## src/bmmu_pkg.sv

```systemverilog
// bmmu_pkg: types, register addresses and constants shared by the
// bank mapper channels and the core. no dependencies.
package bmmu_pkg;

    localparam int unsigned ADDR_W      = 16;
    localparam int unsigned DATA_W      = 8;
    localparam int unsigned PHYS_W      = 21;
    localparam int unsigned PAGE_W      = 13;
    localparam int unsigned SLOT_W      = 3;
    localparam int unsigned MAP_DEPTH   = 16;
    localparam int unsigned MAP_IDX_W   = $clog2(MAP_DEPTH);

    typedef enum logic [1:0] {
        ROUTE_REG  = 2'd0,
        ROUTE_XRAM = 2'd1,
        ROUTE_SAM  = 2'd2
    } t_route;

    // bus register addresses
    localparam logic [ADDR_W-1:0]   MAP_BASE    = 16'hffa0;
    localparam logic [ADDR_W-1:0]   MAP_LAST    = 16'hffaf;
    localparam logic [ADDR_W-1:0]   CTRL0_ADDR  = 16'hff90;
    localparam logic [ADDR_W-1:0]   CTRL1_ADDR  = 16'hff91;

    localparam logic [DATA_W-1:0]   CTRL0_RESET = 8'h80;
    localparam logic [DATA_W-1:0]   PIN_BANK    = 8'h3f;
    localparam logic [DATA_W-1:0]   BANK_INVERT = 8'h38;

    // control zero and control one bit positions
    localparam int unsigned C0_MAP_EN   = 6;
    localparam int unsigned C0_PIN_FE   = 3;
    localparam int unsigned C0_VEC_IO   = 7;
    localparam int unsigned C1_TASK     = 0;

endpackage

```

## src/bmmu_if.sv

```systemverilog
// bmmu_if: valid/ready channels for bus access items and translation results.
// depends on bmmu_pkg.
interface bmmu_acc_if
    import bmmu_pkg::*;
();
    logic               valid;
    logic               ready;
    logic               is_read;
    logic [ADDR_W-1:0]  cpu_addr;
    logic [DATA_W-1:0]  write_data;

    modport source (output valid, is_read, cpu_addr, write_data, input ready);
    modport sink   (input valid, is_read, cpu_addr, write_data, output ready);
endinterface

interface bmmu_res_if
    import bmmu_pkg::*;
();
    logic               valid;
    logic               ready;
    t_route             route;
    logic [PHYS_W-1:0]  phys_addr;
    logic [DATA_W-1:0]  read_data;

    modport source (output valid, route, phys_addr, read_data, input ready);
    modport sink   (input valid, route, phys_addr, read_data, output ready);
endinterface

```

## src/banked_mmu_address_translator_core.sv

```systemverilog
// banked_mmu_address_translator_core: bank mapper registers and address
// translation for one cpu bus access per item. depends on bmmu_pkg, bmmu_if.
//
// usage:
//   i_acc carries one bus access per item (read flag, cpu address, write
//   data). o_res returns exactly one item per access: route code, 21-bit
//   physical address and register read data.
//   an access to ffa0-ffaf, ff90 or ff91 reads or writes the mapper
//   registers; any other access is translated through the selected task map
//   while control zero bit 6 is set, and passed through unchanged otherwise.
//   the result sits in the output register the cycle after the access is
//   taken. one item per cycle is sustained while the receiver does not
//   stall, set by the single output register; register writes take effect
//   for the very next item.
//   when the receiver stalls the output register holds its item and a new
//   access is taken only in the cycle the held one leaves.
//   reset clears the bank map and control one, sets control zero to 80 and
//   empties the output register.
module banked_mmu_address_translator_core
    import bmmu_pkg::*;
(
    input  logic            i_clk,
    input  logic            i_rst_n,
    bmmu_acc_if.sink        i_acc,
    bmmu_res_if.source      o_res
);

    logic [DATA_W-1:0]  r_bank_map [MAP_DEPTH];
    logic [DATA_W-1:0]  r_ctrl0;
    logic [DATA_W-1:0]  r_ctrl1;

    logic               r_valid;
    t_route             r_route;
    logic [PHYS_W-1:0]  r_phys;
    logic [DATA_W-1:0]  r_rdata;

    t_route             n_route;
    logic [PHYS_W-1:0]  n_phys;
    logic [DATA_W-1:0]  n_rdata;

    logic               take;
    logic               hit_map;
    logic               hit_c0;
    logic               hit_c1;
    logic               ffxx;
    logic               altvec;
    logic               io_page;
    logic               pin;
    logic [DATA_W-1:0]  bank;
    logic [MAP_IDX_W-1:0] map_idx;
    logic               internal;

    assign i_acc.ready = !r_valid || o_res.ready;
    assign take        = i_acc.valid && i_acc.ready;

    assign hit_map = (i_acc.cpu_addr >= MAP_BASE) && (i_acc.cpu_addr <= MAP_LAST);
    assign hit_c0  = (i_acc.cpu_addr == CTRL0_ADDR);
    assign hit_c1  = (i_acc.cpu_addr == CTRL1_ADDR);

    always_comb begin
        ffxx    = (i_acc.cpu_addr[15:8] == 8'hff);
        altvec  = (i_acc.cpu_addr[15:5] == 11'h7ff) && !r_ctrl0[C0_VEC_IO];
        io_page = ffxx && !altvec;
        pin     = ffxx || ((i_acc.cpu_addr[15:8] == 8'hfe) && r_ctrl0[C0_PIN_FE]);
        map_idx = {r_ctrl1[C1_TASK], i_acc.cpu_addr[ADDR_W-1 -: SLOT_W]};
        bank    = (pin ? PIN_BANK : r_bank_map[map_idx]) ^ BANK_INVERT;
        // of the banks below 8 only bank 7 reaches internal ram, in the top window offsets outside the io page
        internal = (bank[DATA_W-1:3] != '0)
                || ((bank[2:0] == 3'b111) && (i_acc.cpu_addr[12:9] == 4'hf) && !io_page);

        n_route = ROUTE_SAM;
        n_phys  = {{(PHYS_W-ADDR_W){1'b0}}, i_acc.cpu_addr};
        n_rdata = '0;
        if (hit_map) begin
            n_route = ROUTE_REG;
            if (i_acc.is_read) begin
                n_rdata = r_bank_map[i_acc.cpu_addr[MAP_IDX_W-1:0]];
            end
        end else if (hit_c0) begin
            n_route = ROUTE_REG;
            if (i_acc.is_read) begin
                n_rdata = r_ctrl0;
            end
        end else if (hit_c1) begin
            n_route = ROUTE_REG;
            if (i_acc.is_read) begin
                n_rdata = r_ctrl1;
            end
        end else if (r_ctrl0[C0_MAP_EN]) begin
            n_route = internal ? ROUTE_XRAM : ROUTE_SAM;
            n_phys  = {bank, i_acc.cpu_addr[PAGE_W-1:0]};
        end
    end

    always_ff @(posedge i_clk) begin
        if (!i_rst_n) begin
            for (int i = 0; i < MAP_DEPTH; i++) begin
                r_bank_map[i] <= '0;
            end
            r_ctrl0 <= CTRL0_RESET;
            r_ctrl1 <= '0;
            r_valid <= 1'b0;
        end else begin
            if (take && !i_acc.is_read) begin
                if (hit_map) begin
                    r_bank_map[i_acc.cpu_addr[MAP_IDX_W-1:0]] <= i_acc.write_data;
                end else if (hit_c0) begin
                    r_ctrl0 <= i_acc.write_data;
                end else if (hit_c1) begin
                    r_ctrl1 <= i_acc.write_data;
                end
            end
            if (take) begin
                r_valid <= 1'b1;
            end else if (o_res.ready) begin
                r_valid <= 1'b0;
            end
        end
    end

    always_ff @(posedge i_clk) begin
        if (take) begin
            r_route <= n_route;
            r_phys  <= n_phys;
            r_rdata <= n_rdata;
        end
    end

    assign o_res.valid     = r_valid;
    assign o_res.route     = r_route;
    assign o_res.phys_addr = r_phys;
    assign o_res.read_data = r_rdata;

endmodule
```

## src/flat_wrapper.sv

```systemverilog
// flat-port wrapper written by rule: the top's interface ports become plain ports
module banked_mmu_address_translator_core_flat import bmmu_pkg::*;
  (i_clk, i_rst_n, i_acc_valid, i_acc_is_read, i_acc_cpu_addr, i_acc_write_data, i_acc_ready, o_res_valid, o_res_route, o_res_phys_addr, o_res_read_data, o_res_ready);
  bmmu_acc_if i_acc_i ();
  bmmu_res_if o_res_i ();
  input  logic i_clk;
  input  logic i_rst_n;
  input wire logic [$bits(i_acc_i.valid)-1:0] i_acc_valid;
  input wire logic [$bits(i_acc_i.is_read)-1:0] i_acc_is_read;
  input wire logic [$bits(i_acc_i.cpu_addr)-1:0] i_acc_cpu_addr;
  input wire logic [$bits(i_acc_i.write_data)-1:0] i_acc_write_data;
  output wire logic [$bits(i_acc_i.ready)-1:0] i_acc_ready;
  output wire logic [$bits(o_res_i.valid)-1:0] o_res_valid;
  output wire logic [$bits(o_res_i.route)-1:0] o_res_route;
  output wire logic [$bits(o_res_i.phys_addr)-1:0] o_res_phys_addr;
  output wire logic [$bits(o_res_i.read_data)-1:0] o_res_read_data;
  input wire logic [$bits(o_res_i.ready)-1:0] o_res_ready;
  assign i_acc_i.valid = i_acc_valid;
  assign i_acc_i.is_read = i_acc_is_read;
  assign i_acc_i.cpu_addr = i_acc_cpu_addr;
  assign i_acc_i.write_data = i_acc_write_data;
  assign i_acc_ready = i_acc_i.ready;
  assign o_res_valid = o_res_i.valid;
  assign o_res_route = o_res_i.route;
  assign o_res_phys_addr = o_res_i.phys_addr;
  assign o_res_read_data = o_res_i.read_data;
  assign o_res_i.ready = o_res_ready;
  banked_mmu_address_translator_core u_core (.i_clk(i_clk), .i_rst_n(i_rst_n), .i_acc(i_acc_i), .o_res(o_res_i));
endmodule
```

## config.mk

```make
export PLATFORM = sky130hd
export DESIGN_NAME = banked_mmu_address_translator_core_flat
export DESIGN_NICKNAME = d
export VERILOG_FILES = /design/src/bmmu_pkg.sv /design/src/bmmu_if.sv /design/src/banked_mmu_address_translator_core.sv /design/src/flat_wrapper.sv
export SDC_FILE = /design/constraint.sdc
export NUM_CORES = 1
export LEC_CHECK = 0
export BUFFER_PORTS_ARGS = -buffer_cell sky130_fd_sc_hd__buf_2
export CORE_MARGIN = 5
export CORE_UTILIZATION = 68
export CTS_BUF_LIST = sky130_fd_sc_hd__clkbuf_4
export DETAILED_ROUTE_END_ITERATION = 8
export PLACE_DENSITY = 0.88
export SYNTH_ARGS = -nofsm -noshare
export SYNTH_HDL_FRONTEND = slang
export SYNTH_SLANG_ARGS = --single-unit
```

## constraint.sdc

```tcl
create_clock -name i_clk -period 7.8 [get_ports i_clk]
set_input_delay 1.17 -clock i_clk [delete_from_list [all_inputs] [get_ports i_clk]]
set_output_delay 1.17 -clock i_clk [all_outputs]
set_load 0.005 [all_outputs]
```

# After elaboration in Yosys (flattened, before gate mapping)
# Memory sizes are Yosys's and may differ from the RTL's.
# Cells that the tools add are included.
[totals] memories=1 reg_bits=48 ramBits=128 out_inout_bits=33
[memory_table] name="u_core.r_bank_map" depth=16 word_bits=8 read_ports=2 rd_clocked_by_memory_dff=0 write_ports=16 line_no="banked_mmu_address_translator_core.sv:28" rtl="logic [DATA_W-1:0] r_bank_map [MAP_DEPTH];"
[op_classes] n_mux=23 order_cmp=2 eq_ne=7 bitwise_logic=4 n_reduce_logical=23
[ops] operator="16-bit 2-to-1 mux" count=4
[ops] operator="8-bit 2-to-1 mux" count=8
[ops] operator="16-bit equality test, second input constant" count=2
[ops] operator="8-bit equality test, second input constant" count=2
[ops] operator="16-bit >= comparator, second input constant" count=1
[ops] operator="16-bit less-or-equal comparator, second input constant" count=1
[ops] operator="11-bit equality test, second input constant" count=1
[ops] operator="1-bit logical AND" count=8
[ops] operator="1-bit 2-to-1 mux" count=8
[ops] operator="8-bit OR reduction" count=1
[ops] operator="1-bit zero test" count=5
[ops] operator="5-bit nonzero test" count=1
[ops] operator="4-bit equality test, second input constant" count=1
[ops] operator="2-bit 2-to-1 mux" count=2
[ops] operator="4-bit 2-to-1 mux" count=1
[ops] operator="4-bit AND reduction" count=1
[ops] operator="4-bit OR reduction" count=1
[ops] operator="3-bit equality test, second input constant" count=1
[ops] operator="1-bit logical OR" count=3
[ops] operator="1-bit NOT" count=3
[ops] operator="3-bit NOT" count=1
[ops] operator="3-bit AND reduction" count=1
[ops] operator="3-bit OR reduction" count=1
[ops] operator="2-bit nonzero test" count=1

# Depth between registers and ports, before layout
# Gate-level depths: netlist (run 1).
[depth] word_depth=10 depth_mapped=9

# Least setup slack after synthesis (run 1)
# No wires, ideal clock.
[synth_timing] path_type="input to register" from="input i_acc_cpu_addr[13]" to="memory u_core.r_bank_map[13][0] (enable)" path_stages=6 setup_time_ns=0.384 path_slack_ns=4.469 t_arrival_ns=2.947 path_cell_list="buf_4 and4_1 nand4_2 nor4_2 nand3b_1 o21ai_0"
[synth_lines] item="start, declared" line_no="flat_wrapper.sv:10" rtl="input wire logic [$bits(i_acc_i.cpu_addr)-1:0] i_acc_cpu_addr;"
[synth_lines] item="end, declared" line_no="banked_mmu_address_translator_core.sv:28"

==> results of run 1 <==
[cells in the mapped netlist, types with 2 or more instances]
library cell | instances | area share (%)
sky130_fd_sc_hd__a22oi_1 | 11 | 0.93
sky130_fd_sc_hd__or2_1 | 2 | 0.14
sky130_fd_sc_hd__buf_6 | 2 | 0.25
sky130_fd_sc_hd__nand2_1 | 11 | 0.47
sky130_fd_sc_hd__mux4_2 | 71 | 18
sky130_fd_sc_hd__a221oi_1 | 2 | 0.20
sky130_fd_sc_hd__a22o_1 | 2 | 0.20
sky130_fd_sc_hd__edfxtp_1 | 159 | 54
sky130_fd_sc_hd__nor2_1 | 33 | 1.4
sky130_fd_sc_hd__dfxtp_1 | 17 | 3.9
sky130_fd_sc_hd__and2_1 | 138 | 9.8
sky130_fd_sc_hd__nand3_1 | 2 | 0.11
sky130_fd_sc_hd__nand3b_1 | 3 | 0.25
sky130_fd_sc_hd__clkbuf_1 | 20 | 0.85
sky130_fd_sc_hd__nor2b_1 | 4 | 0.28
sky130_fd_sc_hd__inv_1 | 12 | 0.51
sky130_fd_sc_hd__nor3b_1 | 2 | 0.17
sky130_fd_sc_hd__o21ai_0 | 13 | 0.74
sky130_fd_sc_hd__o22ai_1 | 8 | 0.57
sky130_fd_sc_hd__and4_1 | 2 | 0.20
sky130_fd_sc_hd__and3_1 | 3 | 0.21
sky130_fd_sc_hd__nand2b_1 | 7 | 0.50
sky130_fd_sc_hd__buf_1 | 2 | 0.085
sky130_fd_sc_hd__and2b_1 | 4 | 0.34
sky130_fd_sc_hd__buf_2 | 7 | 0.40
sky130_fd_sc_hd__mux2i_1 | 25 | 2.8
sky130_fd_sc_hd__buf_4 | 4 | 0.34
sky130_fd_sc_hd__o22a_1 | 3 | 0.30
[worst min-delay path by stage]
stage	from	to	cells past startpoint
finish	u_core.r_ctrl0[2]	u_core.r_ctrl0[2]	2
detailed placement	u_core.r_ctrl0[1]	u_core.r_ctrl0[1]	2
floorplan	u_core.r_ctrl0[7]	u_core.r_ctrl0[7]	2
global route	u_core.r_ctrl0[4]	u_core.r_ctrl0[4]	2
CTS	u_core.r_ctrl0[0]	u_core.r_ctrl0[0]	2
global placement	u_core.r_ctrl0[5]	u_core.r_ctrl0[5]	2
[critical path, cell delays in order]
cell	delay [ns]
sky130_fd_sc_hd__buf_2	0.66
sky130_fd_sc_hd__and4_1	0.37
sky130_fd_sc_hd__nand4_2	0.23
sky130_fd_sc_hd__nor4_2	0.39
sky130_fd_sc_hd__nand3b_1	0.48
sky130_fd_sc_hd__o21ai_0	1.08
[cells by family (layout without fill, tap and decap cells)]
logic type / count (synthesis) / count (layout) / share of synthesized area (%)
AND/OR/NAND/NOR: 220 / 220 / 15.2
multiplexers: 97 / 97 / 21.1
flip-flops: 176 / 176 / 57.9
AO/OA/AOI/OAI: 44 / 44 / 3.41
buffers and inverters: 48 / 108 / 2.48
[through the flow]
stage / setup slack, ns / instances
2_1_floorplan: 4.47 / 585
3_3_place_gp: 3.34 / 785
3_5_place_dp: 3.05 / 785
4_1_cts: 3.72 / 817
5_1_grt: 3.50 / 817
6_report: 3.63 / 817
[layer usage]
metal | track usage, % | wire length, µm | up-vias
met5 | 0 | 0 | -
met4 | 14.2 | 952 | 0
met3 | 7.86 | 2750 | 73
met2 | 46.5 | 10100 | 450
met1 | 42.4 | 7820 | 2672
li1 | - | - | 2339
[sequential cells by signal, indices dropped and copies added, names as in the netlist]
name,count
u_core.r_bank_map,128
u_core.o_res.phys_addr,21
u_core.o_res.read_data,8
u_core.r_ctrl0,8
u_core.r_ctrl1,8
u_core.o_res.route,2
u_core.o_res.valid,1
[cell type report]
type / count / area, µm²
Fill cell: 768 / 3130
Inverter: 13 / 48.8
Clock buffer: 20 / 150
Timing Repair Buffer: 63 / 320
Tap cell: 172 / 215
Sequential cell: 176 / 5110
Clock inverter: 12 / 190
Multi-Input combinational cell: 361 / 3500
[power breakdown]
part           switching (mW)  internal, mW  total, mW
clock network           0.306         0.294      0.600
registers              0.0215          1.06       1.08
logic                   0.101        0.0751      0.176
==> out/summary.md, run 1 <==
Among all flip-flop cells after synthesis, the most frequent one is sky130_fd_sc_hd__edfxtp_1. STA classifies the critical path startpoint as an input pin. Counting flops and latches in the post-synthesis netlist gives 176. The signed area change from the synthesized netlist to the final layout was 7.99%. For the worst-skew pair, the clock arrives at the later sink with an insertion delay of 0.61 ns.

The final number of hold-violating endpoints was 0. For the number of H-tree branching levels, the log shows 4. The chip height is 124 µm, and the largest net degree at the start of global routing is 48.

After routing the design area is 0.00954 mm². The number of clock sinks is 176. The flow ran to the end, and the final reports show no timing, DRC or antenna violations.

In this run the worst setup path terminates at u_core.r_bank_map[1][3]. Detailed placement ended at an HPWL of 15.0 mm. Setup total negative slack on the finished layout was measured at 0 ns. For this configuration, the core starts out at a cell density of 69.7%.

In the final routed layout, each cell accounts on average for 26.5 µm. The endpoint arrival time on the critical path is 4.39 ns. The final routed DRC violation total was 0. Leading cell type in the layout, fill and taps excluded: sky130_fd_sc_hd__edfxtp_1.

The worst path needs 4.17 ns of the cycle, external delays included. For the worst-case hold slack, the log shows 0.523 ns. Via count of the first global-routing pass: 5392. The destination of the worst register-to-register timing path is u_core.r_bank_map[1][3]. The synthesized design contains 159 enable-type register cells. For this run the aggregate overflow at the end of global routing stands at 0. The maximum resistive drop on vdd came out at 0.148 mV.

The run gives 585 as the synthesized instance count. After clock tree synthesis, the clock-pin slew on the worst setup and hold paths is 0.13 ns. The worst min-delay path class is reg -> reg. By startpoint and endpoint, the worst setup path is classified as in -> reg. The logs give 0 for the post-CTS repair timing setup buffer count and 17 for the number of buffers inserted during clock tree synthesis. The run gives 41 as the standard-cell row count. Tracing the worst setup path back leads to its startpoint at i_acc_cpu_addr[14]. Routability-driven placement finished with a final weighted congestion of 0.891. The logs give 614 for the number of nets produced by synthesis and 0 for the number of hold-repair buffers added at the cts stage. The pre-antenna-repair detailed-routing pass consisted of 6 iterations. Total power for the finished layout comes to 1.86 mW.

The tools report the area of the mapped netlist as 0.00883 mm². For the number of warnings reported in the yosys synthesis log, the log shows 0. Wires add up to 21.7 mm.

For this block, the initial DRC count from the detailed router was 869. For this run, asynchronously set or reset flops after synthesis account for 0%. Of the cells placed in the final design, the portion with a size suffix greater than 1 is 26.8%.

The tools report the worst clock skew as 0.0193 ns. Across every metal layer, demand over resource in global routing totals 30.6%. 0 antenna diodes ended up in the layout. The number of resized instances in the post-cts repair step is 0, and the power density of the placed cells is 195 mW/mm². Measured on the finished design, the core utilization comes to 75.3%. The clock passes through at most 2 buffers. TritonCTS built the clock tree. Summed over all cells, the static leakage comes to 3.54 nW.

The floorplan step defined a core boundary enclosing 0.0127 mm². The startpoint identified for the worst register-to-register timing path is u_core.o_res.valid. The first global-routing pass estimated 33.0 mm of wire.

The slew at the pin closest to its max-slew limit is 1.16 ns, and the area of the die is 0.0154 mm². For the final count of pins violating max slew, the log shows 0. The final critical-path share of the clock period was 53.5%; the number of antenna-violating nets in the routed design was 0. Dividing the synthesized area by the synthesized cell count gives 15.1 µm². Setup violations remaining at the end of the flow were counted as 0.

The achievable frequency came out at 0.240 GHz. The library cells used most frequently in the layout, excluding fill and tap cells, are 159 x sky130_fd_sc_hd__edfxtp_1, 138 x sky130_fd_sc_hd__and2_1, 71 x sky130_fd_sc_hd__mux4_2, 61 x sky130_fd_sc_hd__buf_2, 33 x sky130_fd_sc_hd__nor2_1. The kind of end point of the critical path was a flip-flop. Setup repair after global routing left no endpoint under its margin. Across all layers, the routed design uses 5534 vias.

The relative slew slack was 21.6%; the average vias per placed instance was 6.77. During placement, the flow inserted port buffers numbering 61. At the worst endpoint, the required time is 8.02 ns. The tools report the total I/O pin count as 62.

CTS placed an instance of sky130_fd_sc_hd__clkbuf_4 at the clock tree root. For flop-to-flop paths, the worst setup slack is 4.83 ns. The tools report the sequential area share after synthesis as 57.9%. The placed instances occupy a cell area of 0.00920 mm². The synthesized netlist contains 44 unique library cells. Number of antenna violations at the first check in global routing: 0.

For the worst flop-to-flop path, the logic depth is 5. Of all nets on the critical path, the largest fanout is 36. The width of the chip came out at 124 µm.

The net count of the finished layout is 661. The reported max-cap violation count came out at 0.
(Power assumes the default switching activity.)
==> run 2: changes to the inputs <==
--- a/config.mk
+++ b/config.mk
@@ -7,10 +7,10 @@
 export LEC_CHECK = 0
 export BUFFER_PORTS_ARGS = -buffer_cell sky130_fd_sc_hd__buf_2
 export CORE_MARGIN = 5
-export CORE_UTILIZATION = 68
+export CORE_UTILIZATION = 57
 export CTS_BUF_LIST = sky130_fd_sc_hd__clkbuf_4
 export DETAILED_ROUTE_END_ITERATION = 8
-export PLACE_DENSITY = 0.88
+export PLACE_DENSITY = 0.79
 export SYNTH_ARGS = -nofsm -noshare
 export SYNTH_HDL_FRONTEND = slang
 export SYNTH_SLANG_ARGS = --single-unit
==> constraint.sdc (replaced) <==
create_clock -name i_clk -period 3.4 [get_ports i_clk]
set_input_delay 0.51 -clock i_clk [delete_from_list [all_inputs] [get_ports i_clk]]
set_output_delay 0.51 -clock i_clk [all_outputs]
set_load 0.005 [all_outputs]
==> out/summary.md, run 2 (synthesis gave the netlist of run 1 again) <==
The number of resized instances in the post-cts repair step is 0 (unchanged). Leaving out fill and tap cells, the most frequent cell in the layout is sky130_fd_sc_hd__edfxtp_1. The count of antenna diodes in the layout is 0 (unchanged), and the clock-pin slew on the worst setup and hold paths is 0.15 ns (+0.02 ns). The number of antenna-violating nets in the routed design is 0 (unchanged), and the number of H-tree branching levels is 4 (unchanged). For the number of hold-repair buffers added at the cts stage, the log shows 0 (unchanged).

The worst setup path is launched from a flip-flop. The run finished with clean final reports. The logs give 22.1 mm (+1.9%) for the final wirelength and 0 (unchanged) for the post-CTS repair timing setup buffer count.

For the number of nets in the finished design, the log shows 682 (+3.2%). Setup repair after global routing left no endpoint under its margin. Relative slew slack: 32.2% (+11 points).

The run gives 5529 (-0.090%) as the total number of vias. The count of final setup violators is 0 (unchanged). TritonCTS built the clock tree. The average vias per placed instance is 6.47 (-4.4%).

The width of the chip is 134 µm (+8.5%), and the first-pass GRT wire length is 33.5 mm (+1.4%). The number of input and output port buffers inserted was 61 (unchanged). The tools report the achievable frequency as 0.409 GHz. The tools report the detailed placement HPWL as 15.2 mm (+1.4%). Path type of the worst setup path: reg -> reg. The run gives 0 ns (unchanged) as the sum of negative setup slack.

The top cell types in the final layout, fill and taps aside, are 159 x sky130_fd_sc_hd__edfxtp_1, 138 x sky130_fd_sc_hd__and2_1, 71 x sky130_fd_sc_hd__mux4_2, 61 x sky130_fd_sc_hd__buf_2, 33 x sky130_fd_sc_hd__nor2_1. The tools report the via count of the first global-routing pass as 5453 (+1.1%). The number of clock sinks was 176 (unchanged); the area of placed instances was 0.00940 mm² (+2.2%). The run gives 3.60 nW (+1.9%) as the static leakage power. The violation count after the first detailed-route iteration came out at 742 (-15%). The tree is rooted in a sky130_fd_sc_hd__clkbuf_4. After layout, the minimum clock period comes to 2.44 ns. The register bank with the most flops was u_core.r_bank_map. The final design instance area without fill is 0.00967 mm² (+1.4%), and the maximum resistive drop on vdd is 0.231 mV (+56%).

The first-pass iteration count of the detailed router is 5 (-1), and the required time of the critical path is 3.69 ns (-4.33 ns). Maximum fanout encountered on the critical timing path: 9 (-75%). The number of stages on the worst hold path is 1 (-1).

The internal reg-to-reg setup slack is 0.96 ns (-3.87 ns), and the share of final-layout standard cells stronger than drive strength 1 is 29.1% (+2.3 points). In this run the critical register-to-register path is launched from u_core.o_res.valid. The tools report the area of the die as 0.0181 mm² (+18%). The worst setup path is captured at a flip-flop.

The maximum buffer depth of the clock tree was 2 (unchanged); the largest net degree at the start of global routing was 39 (-19%). The worst clock skew was 0.0202 ns (+0.000872 ns); the weighted congestion at the end of routability-driven global placement was 0.886 (-0.59%). In this run the critical register-to-register path is captured at u_core.r_bank_map[12][3]. The power density of the placed cells came out at 419 mW/mm² (+120%). The number of flip-flops under the largest register name was 128 (unchanged); the endpoint arrival time on the critical path was 2.73 ns (-1.66 ns). The tools report the initial core utilization as 58.1% (-12 points).

The later-pin clock latency in the skew report was 0.61 ns (about the same). For the final count of pins violating max slew, the log shows 0 (unchanged). The slew at the pin closest to its max-slew limit is 1.02 ns (-0.147 ns), and the standard-cell row count is 45 (+9.8%). The final critical-path share of the clock period was 71.9%; the overall power of the completed layout was 4.06 mW (+120%). For the number of buffers inserted during clock tree synthesis, the log shows 17 (unchanged). The kind of cell with the highest combined delay along the critical path is simple AND/OR/NAND/NOR gates.

The total I/O pin count came out at 62 (unchanged). For the final routed DRC violation total, the log shows 0 (unchanged). The slowest stage cell on the critical path was sky130_fd_sc_hd__nor4_2. The run gives 0.0152 mm² (+20%) as the core area. The average wire length per cell after detail routing works out to 25.8 µm (-2.6%). The run gives 0 (unchanged) as the reported max-cap violation count. The sum of overflow across all layers after global routing was 0 (unchanged).

The chip height works out to 134 µm (+8.5%). The startpoint identified for the worst hold timing path is i_acc_cpu_addr[9]. The signed area change from the synthesized netlist to the final layout is 9.46%. The number of antenna violations at the first check in global routing is 0 (unchanged), and the path depth of the worst reg2reg path is 7 (+2).

The signal on the critical path passes through nand2b_1, nand2_1, nor4_2, nor3b_1, buf_4, and2b_1, nand2b_1. The worst min-delay path class is in -> reg. The cell repeated most along the worst path is sky130_fd_sc_hd__nand2b_1.

The total track usage is 25.5% (-5.2 points). The peak per-stage delay on the critical path was 0.40 ns (-0.68 ns); the count of buffering cells on the critical path with inverters included was 1 (unchanged). The final number of hold-violating endpoints came out at 0 (unchanged). For hold timing, the worst endpoint is u_core.o_res.phys_addr[9].
-- run 2: cell count changes in the layout (fill, tap and decap cells not counted), sizes merged --
cell / previous run / this run
clkinvlp: 1 / 3
clkbuf: 20 / 18
inv: 12 / 16
buf: 63 / 84
bufinv: 5 / 1
-- run 2: through the flow --
| stage | util [%] | instances | hold slack [ns] | setup WS, ns |
|---|---|---|---|---|
| finish | 63.6 | 854 | 0.0806 | 0.957 |
| global route | 63.6 | 854 | 0.0334 | 0.810 |
| CTS | 63.6 | 854 | 0.0737 | 0.970 |
| detailed placement | 61.9 | 822 | 0.478 | 0.555 |
| global placement | 61.9 | 822 | 0.472 | 0.588 |
| floorplan | - | 585 | 0.454 | 0.729 |
-- run 2: cell type report --
class,count,area [µm²]
fillers,1101,5530
flip-flops and latches,176,5110
multi-input cells,361,3500
repair buffers,84,503
well taps,188,235
clock buffers,18,135
clock inverters,14,133
inverters,13,48.8
-- run 2: layer usage --
metal | global-route usage (%) | vias to the layer above | part of all wire (%)
met5 | 0 | - | 0
met4 | 10.4 | 0 | 3.5
met3 | 6.97 | 54 | 11
met2 | 38.3 | 361 | 47
met1 | 35.8 | 2733 | 39
li1 | - | 2381 | -
-- run 2: worst max path at each step --
stage                     cells after the start  slack, ns                   endpoint                from
final                                         7       0.96   u_core.r_bank_map[12][3]  u_core.o_res.valid
after global routing                          7       0.81    u_core.r_bank_map[0][2]  u_core.o_res.valid
after CTS                                     7       0.97    u_core.r_bank_map[0][2]  u_core.o_res.valid
after detailed placement                      8       0.55      u_core.o_res.route[0]  i_acc_cpu_addr[13]
after global placement                        6       0.59  u_core.o_res.read_data[3]   i_acc_cpu_addr[1]
after floorplan                               6       0.73   u_core.r_bank_map[13][0]  i_acc_cpu_addr[13]
-- run 2: report_power, final --
group	total (mW)	switching, mW	internal (mW)
Clock	1.15	0.770	0.382
Sequential	2.47	0.0421	2.43
Combinational	0.432	0.243	0.189
Total	4.06	1.06	3.00
